**src/assert_macros.svh**
```systemverilog
// Assertion macros used by the RTL of the gamepad report conditioner.
`ifndef ASSERT_MACROS_SVH
`define ASSERT_MACROS_SVH

`ifndef NO_ASSERTIONS

// Same-cycle implication, disabled while reset is high.
`define ASSERT_HOLDS(label, clk, rst, ante, cons) \
  label: assert property (@(posedge clk) disable iff (rst) (ante) |-> (cons)) \
    else $error("%m: check failed");

// Next-cycle implication, disabled while reset is high.
`define ASSERT_NEXT(label, clk, rst, ante, cons) \
  label: assert property (@(posedge clk) disable iff (rst) (ante) |=> (cons)) \
    else $error("%m: check failed");

`else

`define ASSERT_HOLDS(label, clk, rst, ante, cons)
`define ASSERT_NEXT(label, clk, rst, ante, cons)

`endif

`endif

```
**src/gprac_pkg.sv**
```systemverilog
// Package of the gamepad report conditioner: types, codes, constants, byte maps.
`default_nettype none

package gprac_pkg;

  // Default sizing
  localparam int PAD_COUNT_DEF        = 4;
  localparam int MIN_REPORT_BYTES_DEF = 17;

  // Report layout
  localparam int CAPTURED_BYTES = 12;
  localparam int AXES           = 6;

  // Serial divider: quotient is at most 32768, which fits 16 bits; 17 bits are formed
  localparam int DIV_STEPS = 17;

  // Register indexes
  localparam logic [1:0] REG_STICK_DZ  = 2'd0;
  localparam logic [1:0] REG_TRIG_DZ   = 2'd1;
  localparam logic [1:0] REG_THRESHOLD = 2'd2;

  // Register reset values
  localparam logic [14:0] STICK_DZ_RESET  = 15'd4915;
  localparam logic [14:0] TRIG_DZ_RESET   = 15'd1638;
  localparam logic [14:0] THRESHOLD_RESET = 15'd328;

  // Axis codes, plus a slot for fetching the button word
  localparam logic [2:0] AXIS_RX      = 3'd0;
  localparam logic [2:0] AXIS_RY      = 3'd1;
  localparam logic [2:0] AXIS_LX      = 3'd2;
  localparam logic [2:0] AXIS_LY      = 3'd3;
  localparam logic [2:0] AXIS_LT      = 3'd4;
  localparam logic [2:0] AXIS_RT      = 3'd5;
  localparam logic [2:0] SLOT_BUTTONS = 3'd6;

  typedef enum logic [2:0] {
    ST_IDLE,
    ST_FETCH_LO,
    ST_FETCH_HI,
    ST_PREP,
    ST_DIVIDE,
    ST_POST,
    ST_EMIT
  } state_t;

  // Capture slot (report byte index minus one) of the low byte of each slot
  function automatic logic [3:0] lo_slot(input logic [2:0] axis);
    logic [3:0] s;
    unique case (axis)
      AXIS_RX: s = 4'd6;
      AXIS_RY: s = 4'd8;
      AXIS_LX: s = 4'd2;
      AXIS_LY: s = 4'd4;
      AXIS_LT: s = 4'd10;
      AXIS_RT: s = 4'd11;
      default: s = 4'd0;
    endcase
    return s;
  endfunction

  function automatic logic is_trigger(input logic [2:0] axis);
    return (axis == AXIS_LT) || (axis == AXIS_RT);
  endfunction

  function automatic logic is_y_axis(input logic [2:0] axis);
    return (axis == AXIS_RY) || (axis == AXIS_LY);
  endfunction

  // High byte slot; triggers are single bytes and re-read their own slot
  function automatic logic [3:0] hi_slot(input logic [2:0] axis);
    return is_trigger(axis) ? lo_slot(axis) : lo_slot(axis) + 4'd1;
  endfunction

endpackage

`default_nettype wire

```
**src/gamepad_report_axis_conditioner.sv**
```systemverilog
// Top level: report capture, deadzone scaling by serial division, axis change events.
//
//  channel   | handshake                | payload
//  ----------+--------------------------+------------------------------------------
//  item      | item_valid / item_ready  | kind, pad, report_byte, last_byte
//  event     | event_valid / event_ready| pad_id, changed_axis, sticks, triggers,
//            |                          | button_bits, timestamp, last
//  config    | cfg_write (no wait)      | cfg_index, cfg_data
//
// A tick or a non-final report byte leaves the sequencer idle. The final byte of a
// report of full length holds the item channel while each axis in turn gets two
// capture memory reads, set-up, the 17 steps of the one-bit-per-cycle divider
// and write-back to the axis store; the button word then gets the reads and
// set-up, and event words follow, one per moved axis. Reset is synchronous;
// the axis store reads as zero per pad until its first report completes, no
// clearing pass. A stalled event word holds the whole block.
`default_nettype none
`include "assert_macros.svh"

module gamepad_report_axis_conditioner import gprac_pkg::*; #(
  parameter int PAD_COUNT        = PAD_COUNT_DEF,
  parameter int MIN_REPORT_BYTES = MIN_REPORT_BYTES_DEF
) (
  input  logic               clk,
  input  logic               rst,
  // item channel
  input  logic               item_valid,
  output logic               item_ready,
  input  logic               kind,
  input  logic [1:0]         pad,
  input  logic [7:0]         report_byte,
  input  logic               last_byte,
  // event channel
  output logic               event_valid,
  input  logic               event_ready,
  output logic [1:0]         pad_id,
  output logic [2:0]         changed_axis,
  output logic signed [15:0] right_stick_x,
  output logic signed [15:0] right_stick_y,
  output logic signed [15:0] left_stick_x,
  output logic signed [15:0] left_stick_y,
  output logic [14:0]        left_trigger,
  output logic [14:0]        right_trigger,
  output logic [15:0]        button_bits,
  output logic [31:0]        timestamp,
  output logic               last,
  // configuration
  input  logic               cfg_write,
  input  logic [1:0]         cfg_index,
  input  logic [14:0]        cfg_data
);

  localparam int PAD_W     = (PAD_COUNT > 1) ? $clog2(PAD_COUNT) : 1;
  localparam int PAD_SLOTS = 2 ** PAD_W;
  localparam int POS_W     = $clog2(MIN_REPORT_BYTES + 1);
  localparam int CAP_AW    = PAD_W + 4;
  localparam int AXIS_AW   = PAD_W + 3;
  localparam int CNT_W     = $clog2(DIV_STEPS);

  localparam logic [POS_W-1:0] MIN_POS  = POS_W'(MIN_REPORT_BYTES);
  localparam logic [POS_W-1:0] CAP_LAST = POS_W'(CAPTURED_BYTES);

  // Configuration registers
  logic [14:0] stick_dz;
  logic [14:0] trig_dz;
  logic [14:0] change_threshold;

  // Control state
  state_t                 state, state_next;
  logic [31:0]            frame_counter;
  logic [POS_W-1:0]       byte_position [PAD_SLOTS];
  logic [PAD_SLOTS-1:0]   store_valid;
  logic [1:0]             pad_reg;
  logic [2:0]             slot;
  logic [AXES-1:0]        moved_mask;

  // Datapath registers
  logic [7:0]             lo_byte;
  logic [15:0]            buttons;
  logic                   div_neg;
  logic [29:0]            div_rem;
  logic [16:0]            div_num;
  logic [29:0]            div_d;
  logic [16:0]            div_q;
  logic [CNT_W-1:0]       div_count;
  logic [15:0]            nv [AXES];

  // Memories
  logic [7:0]             cap_mem  [2 ** CAP_AW];
  logic [7:0]             cap_rdata;
  logic [15:0]            axis_mem [2 ** AXIS_AW];
  logic [15:0]            axis_rdata;

  // Memory controls
  logic                   cap_rd_en;
  logic [3:0]             cap_rd_slot;
  logic                   axis_rd_en;
  logic                   axis_we;

  // ---------------------------------------------------------------
  // Input side: pad decode and byte counting
  logic [PAD_W+1:0]       pad_ext;
  logic [PAD_W-1:0]       in_idx;
  logic [PAD_W+1:0]       pad_reg_ext;
  logic [PAD_W-1:0]       pad_idx;
  logic                   pad_ok;
  logic                   item_fire;
  logic                   byte_fire;
  logic [POS_W-1:0]       cur_pos;
  logic [POS_W:0]         pos_inc;
  logic [POS_W-1:0]       count;
  logic                   cap_we;
  logic [3:0]             cap_wr_slot;
  logic                   report_full;

  assign pad_ext     = (PAD_W + 2)'(pad);
  assign in_idx      = pad_ext[PAD_W-1:0];
  assign pad_reg_ext = (PAD_W + 2)'(pad_reg);
  assign pad_idx     = pad_reg_ext[PAD_W-1:0];
  assign pad_ok      = 32'(pad) < PAD_COUNT;
  assign item_fire   = item_valid && item_ready;
  assign byte_fire   = item_fire && kind && pad_ok;
  assign cur_pos     = byte_position[in_idx];
  assign pos_inc     = {1'b0, cur_pos} + (POS_W + 1)'(1);
  assign count       = (pos_inc >= {1'b0, MIN_POS}) ? MIN_POS : pos_inc[POS_W-1:0];
  assign cap_we      = byte_fire && (cur_pos != '0) && (cur_pos <= CAP_LAST);
  assign cap_wr_slot = 4'(cur_pos - POS_W'(1));
  assign report_full = byte_fire && last_byte && (count == MIN_POS);

  // ---------------------------------------------------------------
  // Set-up of one division from the fetched bytes
  logic [15:0] word;
  logic [15:0] inv_s, inv_t;
  logic [30:0] d_stick_w;
  logic [29:0] a_s, t_s;
  logic [15:0] m_neg;
  logic [22:0] a_t, t_t;
  logic [23:0] d_trig_w;
  logic [29:0] prep_x, prep_d;
  logic        prep_neg;

  assign word      = {cap_rdata, lo_byte};
  assign inv_s     = 16'(17'd32768 - {2'b0, stick_dz});
  assign inv_t     = 16'(17'd32768 - {2'b0, trig_dz});
  assign d_stick_w = ({15'b0, inv_s} << 15) - {15'b0, inv_s};
  assign a_s       = {word[14:0], 15'b0};
  assign t_s       = ({15'b0, stick_dz} << 15) - {15'b0, stick_dz};
  assign m_neg     = ~word + 16'd1;
  assign a_t       = {lo_byte, 15'b0};
  assign t_t       = ({8'b0, trig_dz} << 8) - {8'b0, trig_dz};
  assign d_trig_w  = ({8'b0, inv_t} << 8) - {8'b0, inv_t};

  always_comb begin
    priority if (is_trigger(slot)) begin
      prep_neg = 1'b0;
      prep_x   = (a_t >= t_t) ? 30'(a_t - t_t) : '0;
      prep_d   = 30'(d_trig_w);
    end else if (!word[15]) begin
      prep_neg = 1'b0;
      prep_x   = (a_s >= t_s) ? a_s - t_s : '0;
      prep_d   = d_stick_w[29:0];
    end else begin
      prep_neg = 1'b1;
      prep_x   = (m_neg >= {1'b0, stick_dz}) ?
                 30'(m_neg - {1'b0, stick_dz}) : '0;
      prep_d   = 30'(inv_s);
    end
  end

  // ---------------------------------------------------------------
  // Restoring divider step
  logic [31:0] div_trial;
  logic        div_ge;

  assign div_trial = {1'b0, div_rem, div_num[16]} - {2'b0, div_d};
  assign div_ge    = !div_trial[31];

  // ---------------------------------------------------------------
  // Sign, saturation and change test
  logic        out_neg;
  logic [15:0] pos_val, neg_val, new_val, old_val;
  logic [16:0] delta, abs_delta;
  logic        moved;

  assign out_neg   = div_neg ^ is_y_axis(slot);
  assign pos_val   = div_q[15] ? 16'h7FFF : div_q[15:0];
  assign neg_val   = 16'(17'd0 - div_q);
  assign new_val   = out_neg ? neg_val : pos_val;
  assign old_val   = store_valid[pad_idx] ? axis_rdata : 16'd0;
  assign delta     = {new_val[15], new_val} - {old_val[15], old_val};
  assign abs_delta = delta[16] ? 17'd0 - delta : delta;
  assign moved     = abs_delta > {2'b0, change_threshold};

  // ---------------------------------------------------------------
  // Event selection: lowest pending axis
  logic [2:0]      emit_axis;
  logic [AXES-1:0] emit_onehot;

  always_comb begin
    emit_axis   = '0;
    emit_onehot = '0;
    for (int i = AXES - 1; i >= 0; i--) begin
      if (moved_mask[i]) begin
        emit_axis   = 3'(i);
        emit_onehot = AXES'(1) << i;
      end
    end
  end

  // ---------------------------------------------------------------
  // Sequencer: next state
  always_comb begin
    state_next = state;
    unique case (state)
      ST_IDLE:     if (report_full) state_next = ST_FETCH_LO;
      ST_FETCH_LO: state_next = ST_FETCH_HI;
      ST_FETCH_HI: state_next = ST_PREP;
      ST_PREP: begin
        if (slot == SLOT_BUTTONS) begin
          state_next = (moved_mask != '0) ? ST_EMIT : ST_IDLE;
        end else begin
          state_next = ST_DIVIDE;
        end
      end
      ST_DIVIDE:   if (div_count == '0) state_next = ST_POST;
      ST_POST:     state_next = ST_FETCH_LO;
      ST_EMIT:     if (event_ready && last) state_next = ST_IDLE;
      default:     state_next = ST_IDLE;
    endcase
  end

  // Sequencer: outputs and memory controls
  always_comb begin
    item_ready  = 1'b0;
    event_valid = 1'b0;
    cap_rd_en   = 1'b0;
    cap_rd_slot = lo_slot(slot);
    axis_rd_en  = 1'b0;
    axis_we     = 1'b0;
    unique case (state)
      ST_IDLE:     item_ready = 1'b1;
      ST_FETCH_LO: cap_rd_en  = 1'b1;
      ST_FETCH_HI: begin
        cap_rd_en   = 1'b1;
        cap_rd_slot = hi_slot(slot);
      end
      ST_PREP:     axis_rd_en = 1'b1;
      ST_DIVIDE:   ;
      ST_POST:     axis_we    = 1'b1;
      ST_EMIT:     event_valid = 1'b1;
      default:     ;
    endcase
  end

  // ---------------------------------------------------------------
  // Configuration registers
  always_ff @(posedge clk) begin
    if (rst) begin
      stick_dz         <= STICK_DZ_RESET;
      trig_dz          <= TRIG_DZ_RESET;
      change_threshold <= THRESHOLD_RESET;
    end else if (cfg_write) begin
      unique case (cfg_index)
        REG_STICK_DZ:  stick_dz         <= cfg_data;
        REG_TRIG_DZ:   trig_dz          <= cfg_data;
        REG_THRESHOLD: change_threshold <= cfg_data;
        default:       ;
      endcase
    end
  end

  // Control state
  always_ff @(posedge clk) begin
    if (rst) begin
      state         <= ST_IDLE;
      frame_counter <= '0;
      store_valid   <= '0;
      moved_mask    <= '0;
      slot          <= '0;
      pad_reg       <= '0;
      for (int i = 0; i < PAD_SLOTS; i++) byte_position[i] <= '0;
    end else begin
      state <= state_next;
      if (item_fire && !kind) frame_counter <= frame_counter + 32'd1;
      if (byte_fire) byte_position[in_idx] <= last_byte ? '0 : count;
      if (report_full) begin
        pad_reg    <= pad;
        slot       <= '0;
        moved_mask <= '0;
      end
      if (state == ST_POST) begin
        slot             <= slot + 3'd1;
        moved_mask[slot] <= moved;
        if (slot == AXIS_RT) store_valid[pad_idx] <= 1'b1;
      end
      if (event_valid && event_ready) moved_mask <= moved_mask & ~emit_onehot;
    end
  end

  // Datapath: byte latch, divider, results
  always_ff @(posedge clk) begin
    if (state == ST_FETCH_HI) lo_byte <= cap_rdata;
    if (state == ST_PREP) begin
      if (slot == SLOT_BUTTONS) buttons <= word;
      div_neg   <= prep_neg;
      div_rem   <= {2'b0, prep_x[29:2]};
      div_num   <= {prep_x[1:0], 15'b0};
      div_d     <= prep_d;
      div_q     <= '0;
      div_count <= CNT_W'(DIV_STEPS - 1);
    end
    if (state == ST_DIVIDE) begin
      div_rem   <= div_ge ? div_trial[29:0] : {div_rem[28:0], div_num[16]};
      div_num   <= {div_num[15:0], 1'b0};
      div_q     <= {div_q[15:0], div_ge};
      div_count <= div_count - CNT_W'(1);
    end
    if (state == ST_POST) nv[slot] <= new_val;
  end

  // Capture memory: written on byte arrival, read in the fetch states
  always_ff @(posedge clk) begin
    if (cap_we) cap_mem[{in_idx, cap_wr_slot}] <= report_byte;
    if (cap_rd_en) cap_rdata <= cap_mem[{pad_idx, cap_rd_slot}];
  end

  // Axis store: read in set-up, written back after the divide
  always_ff @(posedge clk) begin
    if (axis_we) axis_mem[{pad_idx, slot}] <= new_val;
    if (axis_rd_en) axis_rdata <= axis_mem[{pad_idx, slot}];
  end

  // ---------------------------------------------------------------
  // Event word
  assign pad_id        = pad_reg;
  assign changed_axis  = emit_axis;
  assign right_stick_x = nv[AXIS_RX];
  assign right_stick_y = nv[AXIS_RY];
  assign left_stick_x  = nv[AXIS_LX];
  assign left_stick_y  = nv[AXIS_LY];
  assign left_trigger  = nv[AXIS_LT][14:0];
  assign right_trigger = nv[AXIS_RT][14:0];
  assign button_bits   = buttons;
  assign timestamp     = frame_counter;
  assign last          = (moved_mask & ~emit_onehot) == '0;

  // ---------------------------------------------------------------
  // Checks
  `ASSERT_HOLDS(a_rem_below_divisor, clk, rst, state == ST_DIVIDE, div_rem < div_d)
  `ASSERT_HOLDS(a_quotient_bound, clk, rst, state == ST_POST, div_q <= 17'd32768)
  `ASSERT_HOLDS(a_emit_has_axis, clk, rst, event_valid, moved_mask != '0)
  `ASSERT_NEXT(a_final_frees_input, clk, rst, event_valid && event_ready && last, item_ready)
  `ASSERT_NEXT(a_axis_order, clk, rst, event_valid && event_ready && !last, event_valid && (changed_axis > $past(changed_axis)))

endmodule

`default_nettype wire

```
**config.mk**
```make
export PLATFORM = sky130hd
export DESIGN_NAME = gamepad_report_axis_conditioner
export DESIGN_NICKNAME = d
export VERILOG_FILES = /design/src/gprac_pkg.sv /design/src/gamepad_report_axis_conditioner.sv
export VERILOG_INCLUDE_DIRS = /design/src /design/src/src
export SDC_FILE = /design/constraint.sdc
export NUM_CORES = 2
export LEC_CHECK = 0
export BUFFER_PORTS_ARGS = -buffer_cell sky130_fd_sc_hd__buf_2
export CAP_MARGIN = 30
export CORE_MARGIN = 2
export CORE_UTILIZATION = 36
export CTS_CLUSTER_SIZE = 25
export DETAILED_ROUTE_END_ITERATION = 8
export GPL_TIMING_DRIVEN = 1
export PLACE_DENSITY_LB_ADDON = 0.1
export SLEW_MARGIN = 20
export SYNTH_ARGS = -nofsm -noshare
export SYNTH_HDL_FRONTEND = slang
export SYNTH_SLANG_ARGS = --single-unit
```
**constraint.sdc**
```tcl
create_clock -name clk -period 20.6 [get_ports clk]
set_input_delay 1.03 -clock clk [delete_from_list [all_inputs] [get_ports clk]]
set_output_delay 1.03 -clock clk [all_outputs]
set_load 0.1 [all_outputs]
```
Yosys cells after proc, flatten, opt, wreduce, memory -nomap -nowiden
Memories as Yosys holds them, arrays and structs flattened. A register that Yosys moved wholly into a read port is not among the register bits. Index checks and enable logic that the tools add are counted.

Flip-flop bits (word level): 203. Bits in latches: 0. RAM bits: 1140. Bits in read-only memories: 0. Word-level logic and storage cells: 184. Memories: 4.

Memories: axis_mem (depth 32, bits a word 16, read ports 1, clocked after memory_dff 1, wr ports 1, RTL line gamepad_report_axis_conditioner.sv:91) `logic [15:0] axis_mem [2 ** AXIS_AW];`; cap_mem (depth 64, bits a word 8, read ports 1, clocked after memory_dff 1, wr ports 1, RTL line gamepad_report_axis_conditioner.sv:89) `logic [7:0] cap_mem [2 ** CAP_AW];`; nv (depth 6, bits a word 16, read ports 6, clocked after memory_dff 0, wr ports 1, RTL line gamepad_report_axis_conditioner.sv:86) `logic [15:0] nv [AXES];`; byte_position (depth 4, bits a word 5, read ports 1, clocked after memory_dff 0, wr ports 4, RTL line gamepad_report_axis_conditioner.sv:71) `logic [POS_W-1:0] byte_position [PAD_SLOTS];`.

Add/sub/neg operators: 20. Multipliers: 0. Divide/modulo/power cells: 0. Order comparisons: 10. Eq/ne operators: 18. Shift-type cells: 0. Muxes and demuxes: 75. Bitwise operators: 5. Reduce and logical (&&, ||, !) cells: 33.

Operators with widths (count): 2-to-1 mux 30 bit (8); 2-to-1 mux 16 bit (4); 2-to-1 mux 6 bit (10); 2-to-1 mux 17 bit (3); 2-to-1 mux 24 bit (2); 2-to-1 mux 3 bit (13); adder 32 x 1 -> 32 bit (second input constant) (1); subtractor 16 x 15 -> 16 bit (first input constant) (2); subtractor 31 x 30 -> 32 bit (1); greater-or-equal comparator 30 bit (1); subtractor 30 x 15 -> 30 bit (1); subtractor 30 x 16 -> 30 bit (1); subtractor 30 bit (1); 2-to-1 mux 5 bit (5); case mux 4 bit (6 select lines) (1); subtractor 23 x 23 -> 24 bit (1); subtractor 24 x 16 -> 24 bit (1); greater-or-equal comparator 23 bit (1); subtractor 23 x 15 -> 23 bit (1); case mux 3 bit (7 select lines) (1); 2-to-1 mux 1 bit (19); == test 3 bit (second input constant) (6); > comparator 17 x 15 -> 1 bit (1); subtractor 1 x 17 -> 17 bit (first input constant) (1); other kinds (48) (75).

Depth between registers and ports, before layout
Word-level depth: 12. Mapped depth: 34. Mapped depth without buffers: 29.

Least setup slack after synthesis
OpenSTA, ideal clock, no wires.

Kind: reg-to-reg. From: reg slot[2]. To: reg moved_mask[5]. Arrival: 7.599 ns. Required time: 20.412 ns. Path slack: 12.813 ns. Cell stages (with the launch flop): 32. Period minus slack after synthesis: 7.787 ns. Path through: dfxtp_1 > buf_1 > inv_2 > buf_1 > clkbuf_1 > ha_1 > a21oi_1 > xnor2_1 > nor2_1 > clkbuf_1 > o31ai_1 > ha_1 > clkbuf_1 > nand4_1 > a21oi_1 > a21oi_1 > a211o_1 > a22oi_1 > clkbuf_1 > nor2_1 > a21oi_1 > ha_1 > nor2b_1 > o21a_1 > o21a_1 > o21a_1 > o21a_1 > o211ai_1 > a21oi_1 > a311o_1 > nor2_1 > a21oi_1.

Word-level cells in the longest chain between the ends: 11. Elaborated cells on any way between the ends: 17.

Ends and longest elaborated chain: from (decl) (RTL line gamepad_report_axis_conditioner.sv:74) `logic [2:0] slot;`; from (signal assigned) (RTL line gamepad_report_axis_conditioner.sv:292) `slot <= slot + 3'd1;`; == test 3 x 1 -> 1 bit / == test 3 x 2 -> 1 bit (equally long branches) (RTL line gprac_pkg.sv:66) `return (axis == AXIS_RY) || (axis == AXIS_LY);`; logical OR 1 bit (*) (RTL line gprac_pkg.sv:66); bitwise XOR 1 bit (*) (RTL line gamepad_report_axis_conditioner.sv:185) `assign out_neg = div_neg ^ is_y_axis(slot);`; 2-to-1 mux 16 bit (*) (RTL line gamepad_report_axis_conditioner.sv:188) `assign new_val = out_neg ? neg_val : pos_val;`; via new_val[10] (RTL line gamepad_report_axis_conditioner.sv:181) `logic [15:0] pos_val, neg_val, new_val, old_val;`; subtractor 16 x 16 -> 17 bit (*) (RTL line gamepad_report_axis_conditioner.sv:190) `assign delta = {new_val[15], new_val} - {old_val[15], old_val};`; subtractor 1 x 17 -> 17 bit (RTL line gamepad_report_axis_conditioner.sv:191) `assign abs_delta = delta[16] ? 17'd0 - delta : delta;`; 2-to-1 mux 17 bit (*) (RTL line gamepad_report_axis_conditioner.sv:191); > comparator 17 x 15 -> 1 bit (*) (RTL line gamepad_report_axis_conditioner.sv:192) `assign moved = abs_delta > {2'b0, change_threshold};`; bitwise mux 6 bit (*) (RTL line gamepad_report_axis_conditioner.sv:293) `moved_mask[slot] <= moved;`; 2-to-1 mux 6 bit (*) (RTL line gamepad_report_axis_conditioner.sv:291) `if (state == ST_POST) begin`; 2-to-1 mux 6 bit (*) (RTL line gamepad_report_axis_conditioner.sv:296) `if (event_valid && event_ready) moved_mask <= moved_mask & ~emit_onehot;`; to (signal, indexed assignment) (RTL line gamepad_report_axis_conditioner.sv:293); to (signal assigned) (RTL line gamepad_report_axis_conditioner.sv:296); to (decl) (RTL line gamepad_report_axis_conditioner.sv:75) `logic [AXES-1:0] moved_mask;`.

Mark *: on every way through the listed nets, which the timed path passes. The rest lies on a longest branch. A chain may end at the register's enable or synchronous reset.

Worst setup path after layout
From: reg slot[1]. To: reg moved_mask[4].

The elaborated chain is that of the path after synthesis.

==> qor.yml <==
timing:
  finalSetupViolations: 0
  fin_hold_ws_ns: 0.4565
  slew_headroom: 0.3596
  drv_slew: 0
  fin_crit_ns: 8.193
  rsz0062_at_grt: "false"
  fmax_mhz: 122.1
  fin_worst_skew_ns: 0.06096
  tightest_slew_ns: 0.9605
  setup_tns_ns: 0
  timing.final.crit_share: 0.3977
  hold_violations: 0
yosys:
  synth_edf_count: 1270
  synth_sequential_area_ratio: 0.6494
  yosysWarningCount: 0
  synth_top_cell_by_area: "edfxtp_1"
  ys_ff_latch: 1365
  netlist_instances: 4307
  synthDistinctLibCells: 93
  ys.flop_type: "edfxtp_1"
  synth_nets: 4474
  ys_top_cells_by_area: "edfxtp_1 62%, mux4_2 8.3%, dfxtp_1 3.1%"
  synth_top_cell_area_share: 0.6185
  netlist_area_mm2: 0.06166
  postSynth.asyncResetShare: 0
  syn_avg_cell_area_um2: 14.32
placed_design:
  routabilityCongestion: 0.8632
  dp_cells: 6615
  hpwlAfterDp_um: 117800
  place.port_buffers: 183
grt:
  grt_usage: 0.2056
  gr-total-overflow: 0
  grt_start_max_net_pins: 98
  grt_pass1_wl_um: 263100
  antenna_found_initial: 9
  grt_pass1_vias: 37310
detailed_routing:
  vias: 37850
  detail_route.drc_violations: 0
  routedWlPerCell_um: 26.26
  routed_wl_um: 181200
  drtPass1Iterations: 6
  dr.first_iter.drc_count: 3413
  antenna_left: 0
  via_per_inst: 5.485
clock_tree:
  htreeDepth: 4
  clk_path_buf_depth: 3
  cts_sinks: 1365
  cts_root_buf: "clkbuf_16"
  cts_resized: 0
  cts_buffers: 153
  cts_setup_buffers: 0
  cts_tree: "built"
  clkTransAtPathRegs_ns: 0.06
  hold_buffers: 0
  worstSkewPairLatency_ns: 0.83
pwr:
  power.total_mw: 5.908
  powerDensity_mw_per_mm2: 83.60
  peakVddDrop_mv: 0.07840
  leakage_nw: 23.10
setup_path:
  r2r-end: "moved_mask[4]"
  startpoint_type: "register"
  crit_path_top_delay_cell: "dfxtp_4"
  cp.required_ns: 21.25
  crit_arrival_ns: 8.84
  rr_worst_depth: 32
  reg2reg_setup_slack_ns: 12.41
  worst-path-max-fanout: 48
  timing.rr.start: "slot[1]"
  endpoint_kind: "register"
  critPathKind: "register to register"
  max_stage_delay_ns: 0.88
  path_common_cell: "a21oi_1"
outcome:
  status: "finished, final reports clean"
floorplanning:
  dieArea_mm2: 0.1746
  io_pins: 184
  start_util: 0.3630
  fp.dieW_um: 417.8
  num_rows: 151
  core_area_mm2: 0.1698
  die_h_um: 417.8
layout:
  fin_cells: 6901
  nFillCells: 15600
  final_core_util: 0.4161
  syn_to_final_growth_pct: 14.62
  drive_gt1_frac: 0.1791
  nNetsFinal: 4724
hold_path:
  min_path_cells: 2
  hp-class: "register to register"
  hp-start: "change_threshold[4]"
  hold_end: "change_threshold[4]"
run:
  drv_cap: 0
[cells in the mapped netlist, types with 39 or more instances]
| library cell | count |
|---|---|
| a21oi_1 | 247 |
| mux2i_1 | 107 |
| xor2_1 | 88 |
| nand2_1 | 316 |
| inv_1 | 127 |
| nor3_1 | 73 |
| edfxtp_1 | 1270 |
| a31oi_1 | 39 |
| dfxtp_1 | 95 |
| or3_1 | 39 |
| nand3_1 | 47 |
| o21ai_0 | 109 |
| ha_1 | 130 |
| mux4_2 | 228 |
| nor2_1 | 422 |
| xnor2_1 | 140 |
| clkbuf_1 | 141 |
| a211oi_1 | 60 |
| and2_1 | 56 |
[layout by cell type, fill, tap and decap left out, drive strengths merged, types with 34 or more instances in the layout]
cell	count
dfxtp	95
xnor2	140
nand2	316
a31oi	39
ha	130
nand3	47
edfxtp	1270
and2	57
mux2i	107
o21ai	113
a211oi	60
nor2	424
nand4	34
inv	136
clkinv	54
clkbuf	205
nor3	77
mux4	228
nor2b	34
buf	296
a21oi	248
xor2	88
or3	40
[where the power goes]
group / switching, mW / leakage (nW) / internal, mW
logic: 0.154 / 8.56 / 0.0745
clock network: 1.15 / 2.35 / 1.50
registers: 0.0129 / 12.2 / 3.02
total: 1.31 / 23.1 / 4.60
[how the worst max path moves through the flow]
| stage | start | to | slack [ns] | cells after the start |
|---|---|---|---|---|
| after floorplan | slot[2] | moved_mask[5] | 12.81 | 31 |
| after global placement | slot[1] | moved_mask[4] | 12.56 | 32 |
| after detailed placement | slot[1] | moved_mask[4] | 12.45 | 29 |
| after CTS | slot[1] | moved_mask[4] | 12.38 | 29 |
| after global routing | slot[1] | moved_mask[1] | 11.80 | 32 |
| final | slot[1] | moved_mask[4] | 12.41 | 32 |
[metrics by stage]
step	setup WS, ns	instance area [µm²]
4_1_cts	12.38	70600
3_5_place_dp	12.45	65740
6_report	12.41	70670
5_1_grt	11.80	70660
3_3_place_gp	12.56	65680
2_1_floorplan	12.81	61660
[sequential cells by signal (all words and copies together) (netlist names), 3 cells and up]
name / count
axis_mem: 512
axis_rdata: 16
button_bits: 16
byte_position: 20
cap_mem: 512
cap_rdata: 8
change_threshold: 15
div_count: 5
div_d: 30
div_q: 16
div_rem: 30
lo_byte: 8
moved_mask: 6
nv: 94
slot: 3
state: 3
stick_dz: 15
store_valid: 4
timestamp: 32
trig_dz: 15
[worst max-delay path, delay by kind of cell (launching register included)]
kind | cells | cell delay, ns
fa+ha+maj | 3 | 0.99
compound gates | 17 | 3.80
buf+inv | 4 | 1.19
xor+xnor | 1 | 0.15
simple gates | 7 | 0.96
flops | 1 | 0.88
[area by class of cell]
class	instances	area [µm²]	share of cell area
Antenna cell	4	10.01	0.0001416
Timing Repair Buffer	296	1839	0.02603
Clock inverter	72	714.4	0.01011
Clock buffer	205	4148	0.05869
Tap cell	2218	2775	0.03927
Sequential cell	1365	40050	0.5668
Inverter	129	484.2	0.006852
Multi-Input combinational cell	2612	20650	0.2921
[logic make-up after synthesis]
kind of cell,count (synthesis),share of synthesized area
AND/OR/NAND/NOR,1157,0.08787
AO/OA/AOI/OAI,750,0.07988
XOR/XNOR,228,0.03239
multiplexers,344,0.1023
buffers and inverters,330,0.02082
adder cells (fa/ha/maj),133,0.02736
flip-flops,1365,0.6494
[per-layer routing]
layer / track usage / share of wire / vias up
met1: 0.2987 / 0.47 / 19540
met2: 0.3219 / 0.46 / 971
li1: - / - / 17100
met5: 0 / 0.00012 / -
met4: 0.05752 / 0.025 / 4
met3: 0.02914 / 0.047 / 236
Note: power is estimated with default switching activity, not from simulation.
